[src/rtl/core/isrv_pkg.sv]
// Shared constants, register codes and controller/datapath structs for the reverb core.
// No dependencies.
package isrv_pkg;

    localparam int RING_DEPTH_DEF = 4096;
    localparam int MAX_TAPS_DEF   = 16;
    localparam int MAX_ORDER_DEF  = 15;

    localparam int DIVD_W = 30;
    localparam int DIVS_W = 20;
    localparam int CFG_IDX_W = 8;
    localparam int CFG_DAT_W = 20;

    localparam logic [15:0] GAIN_NINE_TENTHS = 16'd58982;
    localparam logic [16:0] GAIN_UNITY       = 17'd65536;
    localparam logic [DIVS_W-1:0] MS_PER_S   = DIVS_W'(1000);

    localparam logic [CFG_IDX_W-1:0] CFG_HOLD  = 8'd0;
    localparam logic [CFG_IDX_W-1:0] CFG_RATE  = 8'd1;
    localparam logic [CFG_IDX_W-1:0] CFG_SPEED = 8'd2;
    localparam logic [CFG_IDX_W-1:0] CFG_ABSORB = 8'd3;

    localparam logic [9:0]  HOLD_RST   = 10'd85;
    localparam logic [17:0] RATE_RST   = 18'd48000;
    localparam logic [19:0] SPEED_RST  = 20'd343000;
    localparam logic [15:0] ABSORB_RST = 16'd52429;

    localparam logic [1:0] DIV_SIZE = 2'd0;
    localparam logic [1:0] DIV_DMS  = 2'd1;
    localparam logic [1:0] DIV_DD   = 2'd2;
    localparam logic [1:0] DIV_MOD  = 2'd3;

    typedef struct packed {
        logic       take;
        logic       clr_step;
        logic       div_start;
        logic [1:0] div_sel;
        logic       lat_size;
        logic       ring_wr;
        logic       tap_next;
        logic       lat_pos;
        logic       ram_rd;
        logic       gain_step;
        logic       mul;
        logic       acc;
        logic       fin1;
        logic       fin2;
        logic       out_load;
    } isrv_cmd_t;

    typedef struct packed {
        logic clr_done;
        logic div_done;
        logic tap_active;
        logic dms_skip;
        logic tap_last;
        logic gain_done;
        logic out_busy;
    } isrv_stat_t;

endpackage

[src/rtl/core/isrv_ctrl.sv]
// Controller FSM: ring clearing pass, sample write, per-tap sequencing, output.
// Depends on isrv_pkg.
module isrv_ctrl import isrv_pkg::*; (
    input  logic       clk,
    input  logic       rst_n,
    input  logic       in_valid,
    input  logic       action,
    output logic       in_ready,
    output isrv_cmd_t  cmd,
    input  isrv_stat_t st
);
    localparam logic [3:0] S_CLEAR = 4'd0;
    localparam logic [3:0] S_IDLE  = 4'd1;
    localparam logic [3:0] S_SIZE  = 4'd2;
    localparam logic [3:0] S_WRITE = 4'd3;
    localparam logic [3:0] S_TAP   = 4'd4;
    localparam logic [3:0] S_DMS   = 4'd5;
    localparam logic [3:0] S_DD    = 4'd6;
    localparam logic [3:0] S_MOD   = 4'd7;
    localparam logic [3:0] S_READ  = 4'd8;
    localparam logic [3:0] S_GAIN  = 4'd9;
    localparam logic [3:0] S_MUL   = 4'd10;
    localparam logic [3:0] S_SUM   = 4'd11;
    localparam logic [3:0] S_FIN1  = 4'd12;
    localparam logic [3:0] S_FIN2  = 4'd13;
    localparam logic [3:0] S_OUT   = 4'd14;

    logic [3:0] state_reg;
    logic [3:0] state_next;

    assign in_ready = (state_reg == S_IDLE);

    always_comb
    begin
        cmd        = '0;
        state_next = state_reg;
        cmd.take   = in_valid && in_ready;
        case (state_reg)
            S_CLEAR:
            begin
                cmd.clr_step = 1'b1;
                if (st.clr_done)
                begin
                    state_next = S_IDLE;
                end
            end
            S_IDLE:
            begin
                if (in_valid && !action)
                begin
                    cmd.div_start = 1'b1;
                    cmd.div_sel   = DIV_SIZE;
                    state_next    = S_SIZE;
                end
            end
            S_SIZE:
            begin
                if (st.div_done)
                begin
                    cmd.lat_size = 1'b1;
                    state_next   = S_WRITE;
                end
            end
            S_WRITE:
            begin
                cmd.ring_wr = 1'b1;
                state_next  = S_TAP;
            end
            S_TAP:
            begin
                if (st.tap_active)
                begin
                    cmd.div_start = 1'b1;
                    cmd.div_sel   = DIV_DMS;
                    state_next    = S_DMS;
                end
                else if (st.tap_last)
                begin
                    state_next = S_FIN1;
                end
                else
                begin
                    cmd.tap_next = 1'b1;
                end
            end
            S_DMS:
            begin
                if (st.div_done)
                begin
                    if (!st.dms_skip)
                    begin
                        cmd.div_start = 1'b1;
                        cmd.div_sel   = DIV_DD;
                        state_next    = S_DD;
                    end
                    else if (st.tap_last)
                    begin
                        state_next = S_FIN1;
                    end
                    else
                    begin
                        cmd.tap_next = 1'b1;
                        state_next   = S_TAP;
                    end
                end
            end
            S_DD:
            begin
                if (st.div_done)
                begin
                    cmd.div_start = 1'b1;
                    cmd.div_sel   = DIV_MOD;
                    state_next    = S_MOD;
                end
            end
            S_MOD:
            begin
                if (st.div_done)
                begin
                    cmd.lat_pos = 1'b1;
                    state_next  = S_READ;
                end
            end
            S_READ:
            begin
                cmd.ram_rd = 1'b1;
                state_next = S_GAIN;
            end
            S_GAIN:
            begin
                if (st.gain_done)
                begin
                    state_next = S_MUL;
                end
                else
                begin
                    cmd.gain_step = 1'b1;
                end
            end
            S_MUL:
            begin
                cmd.mul    = 1'b1;
                state_next = S_SUM;
            end
            S_SUM:
            begin
                cmd.acc = 1'b1;
                if (st.tap_last)
                begin
                    state_next = S_FIN1;
                end
                else
                begin
                    cmd.tap_next = 1'b1;
                    state_next   = S_TAP;
                end
            end
            S_FIN1:
            begin
                cmd.fin1   = 1'b1;
                state_next = S_FIN2;
            end
            S_FIN2:
            begin
                cmd.fin2   = 1'b1;
                state_next = S_OUT;
            end
            S_OUT:
            begin
                if (!st.out_busy)
                begin
                    cmd.out_load = 1'b1;
                    state_next   = S_IDLE;
                end
            end
            default:
            begin
                state_next = S_IDLE;
            end
        endcase
    end

    always_ff @(posedge clk or negedge rst_n)
    begin
        if (!rst_n)
        begin
            state_reg <= S_CLEAR;
        end
        else
        begin
            state_reg <= state_next;
        end
    end
endmodule

[config.mk]
export PLATFORM = sky130hd
export DESIGN_NAME = isrv_ctrl
export DESIGN_NICKNAME = d
export VERILOG_FILES = /design/src/rtl/core/isrv_pkg.sv /design/src/rtl/core/isrv_ctrl.sv
export SDC_FILE = /design/constraint.sdc
export NUM_CORES = 1
export LEC_CHECK = 0
export ABC_AREA = 0
export BUFFER_PORTS_ARGS = -buffer_cell sky130_fd_sc_hd__buf_2
export CAP_MARGIN = 0
export CELL_PAD_IN_SITES_DETAIL_PLACEMENT = 2
export CELL_PAD_IN_SITES_GLOBAL_PLACEMENT = 2
export CORE_UTILIZATION = 23
export CTS_BUF_LIST = sky130_fd_sc_hd__clkbuf_8 sky130_fd_sc_hd__clkbuf_16
export CTS_CLUSTER_DIAMETER = 100
export DETAILED_ROUTE_END_ITERATION = 10
export PLACE_DENSITY_LB_ADDON = 0.1
export SYNTH_ARGS = -nofsm -noshare
export SYNTH_HDL_FRONTEND = slang
export SYNTH_SLANG_ARGS = --single-unit
[constraint.sdc]
create_clock -name clk -period 1.9 [get_ports clk]
set_input_delay 0 -clock clk [delete_from_list [all_inputs] [get_ports clk]]
set_output_delay 0 -clock clk [all_outputs]
set_load 0.02 [all_outputs]
After elaboration in Yosys (flattened, before gate mapping) --
Index checks and enable logic that the tools add are counted.
Cells by class: eq/ne operators 23, muxes and demuxes 38, reductions and logical operators 5
Operator list (number):
- 4-bit one-hot mux with 15 select lines | 1
- 4-bit two-way mux | 12
- 4-bit equality test, second input constant | 7
- 1-bit two-way mux | 18
- 4-bit by 3-bit equality test with 1-bit output, second input constant | 4
- 3-bit two-way mux | 5
- 2-bit != test, second input constant | 7
- 3-bit one-hot mux with 4 select lines | 1
- 9-bit AND reduction | 1
- 4-bit by 2-bit equality test with 1-bit output, second input constant | 2
- 4-bit by 1-bit equality test with 1-bit output, second input constant | 1
- 4-bit logical NOT | 1
- 3-bit != test, second input constant | 1
- 1-bit one-hot mux with 3 select lines | 1
- 1-bit logical AND | 2
- 2-bit by 1-bit != test with 1-bit output, second input constant | 1
- 1-bit logical NOT | 1
Storage, ports and cells: register bits after elaboration 4, bits of input ports 11, word-level logic and storage cells 67

Logic depth before layout (Yosys ltp) --
word-level depth 4, depth in mapped cells 5, depth with buffers taken out 4

Least setup slack after synthesis --
OpenSTA, ideal clock, no wires.
kind register -> output, from register state_reg[2], to output cmd[13] (netlist bit), arrival 1.730 ns, data required time 1.900 ns, path slack 0.170 ns, cell stages (with the launch flop) 5, path buffers 1, cell sequence dfrtp_1 clkbuf_1 nand2b_1 nor3_1 a221o_1
RTL lines:
- start, declared | line isrv_ctrl.sv:28 | logic [3:0] state_reg;
- start signal, assigned | line isrv_ctrl.sv:191 | state_reg <= state_next;
- end, declared | line isrv_ctrl.sv:9 | output isrv_cmd_t cmd,

Final worst setup path --
from register state_reg[1], to register state_reg[1]
On the way: cells in the longest elaborated chain, start to end 3, elaborated cells on any way between the ends 26, those cells by class eq/ne (23); mux (1); reduce/logical (2)
Ends and longest elaborated chain:
- 4-bit by 3-bit equality test with 1-bit output, or another cell as far along | line isrv_ctrl.sv:38 | case (state_reg)
- 3-bit != test (no line), or another cell as far along
- 9-bit AND reduction (no line)
Parallel ways exist; a longest one is shown, timed or not. A chain may end at the register's enable or synchronous reset.

==> impl_metrics.toml <==
[yosys]
ys_ff_latch = 4
synth_area_leaders = "dfrtp_1 (18%), nor3_1 (9.0%), nand2b_1 (5.6%), o32ai_4 (5.0%), o31ai_1 (4.1%)"
synth-edff-count = 0
yosysSeqAreaShare = 0.181
ys.flop_type = "dfrtp_1"
yosysWarnings = 0
synthCells = 72
synth_top_area_share = 0.181
ys_types = 34
netlist_area_um2 = 554
syn-num-nets = 83
async_flop_share = 1.00
synth_top_area_cell = "dfrtp_1"
syn_avg_cell_area_um2 = 7.70

[die]
row_count = 17
dieArea_um2 = 2610
die_h_um = 51.1
core-area_um2 = 2230
die_w_um = 51.1
pin_count = 28
start_util = 0.248

[layout]
final_cell_mix = "buf_2 (27), nor3_1 (9), buf_4 (7), nand2b_1 (5)"
final_util = 0.365
multi_input_area_um2 = 424
num-fill-cells = 277
seq_area_um2 = 103
synthToLayoutAreaGrowth_pct = 47.2
final_nets = 117
antenna_cells = 0
layout_commonest_cell = "buf_2"
largest_register_ffs = 4
drive_above_1_share = 0.433

[power_and_ir_drop]
vdd_drop_max_uv = 683
p_leak_nw = 0.378
intPower_w = 0.000679
power_density_nw_per_um2 = 1690
netSwitchingFraction = 0.507
comb_power_share = 0.689
power.net_switching_w = 0.000698
pwr-share-clk = 0.129
p_seq_frac = 0.181

[timing]
slew_violations = 0
worstMarginPinSlew_ns = 0.344
post-route-min-period_ns = 1.81
setup_viol = 0
fin_setup_tns_ns = 0
hold_slack_ns = 0.121
max_freq_mhz = 554
finalWorstSetupSlack_ns = 0.0943
period_share = 0.950
fin_worst_skew_ns = 0.00108
max_slew_margin = 0.771
hold_viol_final = 0

[routing]
vias = 699
via_per_inst = 5.30
post_drt_wl_per_cell_um = 15.7
drt_wl_total_mm = 2.07
first_pass_iters = 3
drt_iter0_markers = 5
ant_nets = 0
drc = 0

[global_route]
first_global_vias = 709
grt_max_degree = 16
grt.overflow.total = 0
grt_pass1_wl_mm = 3.35
track_usage = 0.167
antenna_found_initial = 0

[critical_path]
endpoint_kind = "register"
cp_max_fo = 10
critPathTopFamily = "simple AND/OR/NAND/NOR gates"
crit_path_max_incr_delay_ns = 0.58
cp.buffers_inverters = 0
cp_data_arrival_time_ns = 1.89
path_class = "register to register"
crit_slowest_cell = "or4b_4"
start_kind = "register"
cp_cell_sequence = "or4b_4 > o32ai_4 > or3_1 > o21ai_1"
worstPathRequired_ns = 1.98

[placed_design]
dp_hpwl_mm = 1.59
place_congestion = 0.811
io_buffers = 27
pre_cts_ws_ns = 0.0752

[clocking]
clockRootBuffer = "clkbuf_8"
numClockSinks = 4
cts_buffers = 3
clk_latency_ns = 0.22
cts_tree = "done"
ctsHtreeMaxLevel = 1
clk_pin_slew_ns = 0.03
cts_buffer_depth = 2

[run_status]
outcome = "finished, final reports clean"

[min_path]
hold_path_class = "input pin to asynchronous set/reset pin"

[run]
maxCapViolCount = 0
==> metrics by stage <==
step           std cells  total power (W)  cell area (um^2)
3_5_place_dp         128          0.00117               748
6_report             132          0.00138               816
4_1_cts              132          0.00137               805
5_1_grt              132          0.00149               816
3_3_place_gp         128          0.00115               748
2_1_floorplan         72         0.000853               554
==> power by group through the flow <==
stage | combinational [W] | sequential, W | clock (W)
6_report | 0.000950 | 0.000250 | 0.000178
5_1_grt | 0.00104 | 0.000268 | 0.000185
4_1_cts | 0.000940 | 0.000244 | 0.000183
3_5_place_dp | 0.000925 | 0.000244 | 0
3_3_place_gp | 0.000909 | 0.000241 | 0
2_1_floorplan | 0.000686 | 0.000166 | 0
==> cells in the mapped netlist, drive strengths merged (2+ instances only) <==
master  count
o31ai       3
o41ai       2
or3b        2
or4b        3
nor2        4
clkbuf      3
dfrtp       4
mux2i       2
a21oi       3
nor2b       2
nor3       10
nand2       2
nand3b      2
nand2b      5
nor4        2
o21ai       3
inv         4
buf         3
==> worst register-to-register path: stages, from the launching register on <==
cell and delay (ns):
dfrtp_1 0.49, or4b_4 0.59, o32ai_4 0.32, or3_1 0.19, o21ai_1 0.08
==> routing by layer <==
metal | GRT usage | vias to the layer above | share of wire | wire, um
met5 | 0 | - | 0 | 0
met4 | 0.0278 | 0 | 0.0039 | 8
met3 | 0.0179 | 2 | 0.033 | 68
met2 | 0.287 | 15 | 0.49 | 1010
met1 | 0.224 | 343 | 0.47 | 980
li1 | - | 339 | - | -
==> cell families (layout without fill, tap and decap cells) <==
family / count (synthesis) / count (layout) / share of synthesized area
buffers and inverters: 10 / 42 / 0.0790
AO/OA/AOI/OAI: 19 / 19 / 0.289
flip-flops: 4 / 4 / 0.181
multiplexers: 2 / 2 / 0.0361
AND/OR/NAND/NOR: 37 / 37 / 0.415
==> area by class of cell <==
class / instances / area share
tap: 28 / 0.0429
multi-input combinational: 58 / 0.520
timing repair buffer: 35 / 0.242
sequential: 4 / 0.126
clock buffer: 3 / 0.0506
inverter: 4 / 0.0184
==> final timing paths <==
path | slack (ns) | cells after the start | startpoint | endpoint
worst max-delay path | 0.09 | 4 | state_reg[1] | state_reg[1]
worst min-delay path | 0.12 | 2 | rst_n | state_reg[2]
worst max register to register | 0.09 | 4 | state_reg[1] | state_reg[1]
worst min register to register | 0.62 | 1 | state_reg[0] | state_reg[0]
max in group asynchronous | 1.64 | 2 | rst_n | state_reg[0]
min in group clk | 0.19 | 4 | st[3] | state_reg[1]
==> timing repair <==
item,4_1_cts,5_1_grt
hold buffers,1,0
endpoints found under the hold margin,4,0
gates resized for setup,1,3
setup endpoints to repair,1,5
setup buffers,0,0
Power figures use the tool's default switching activity.
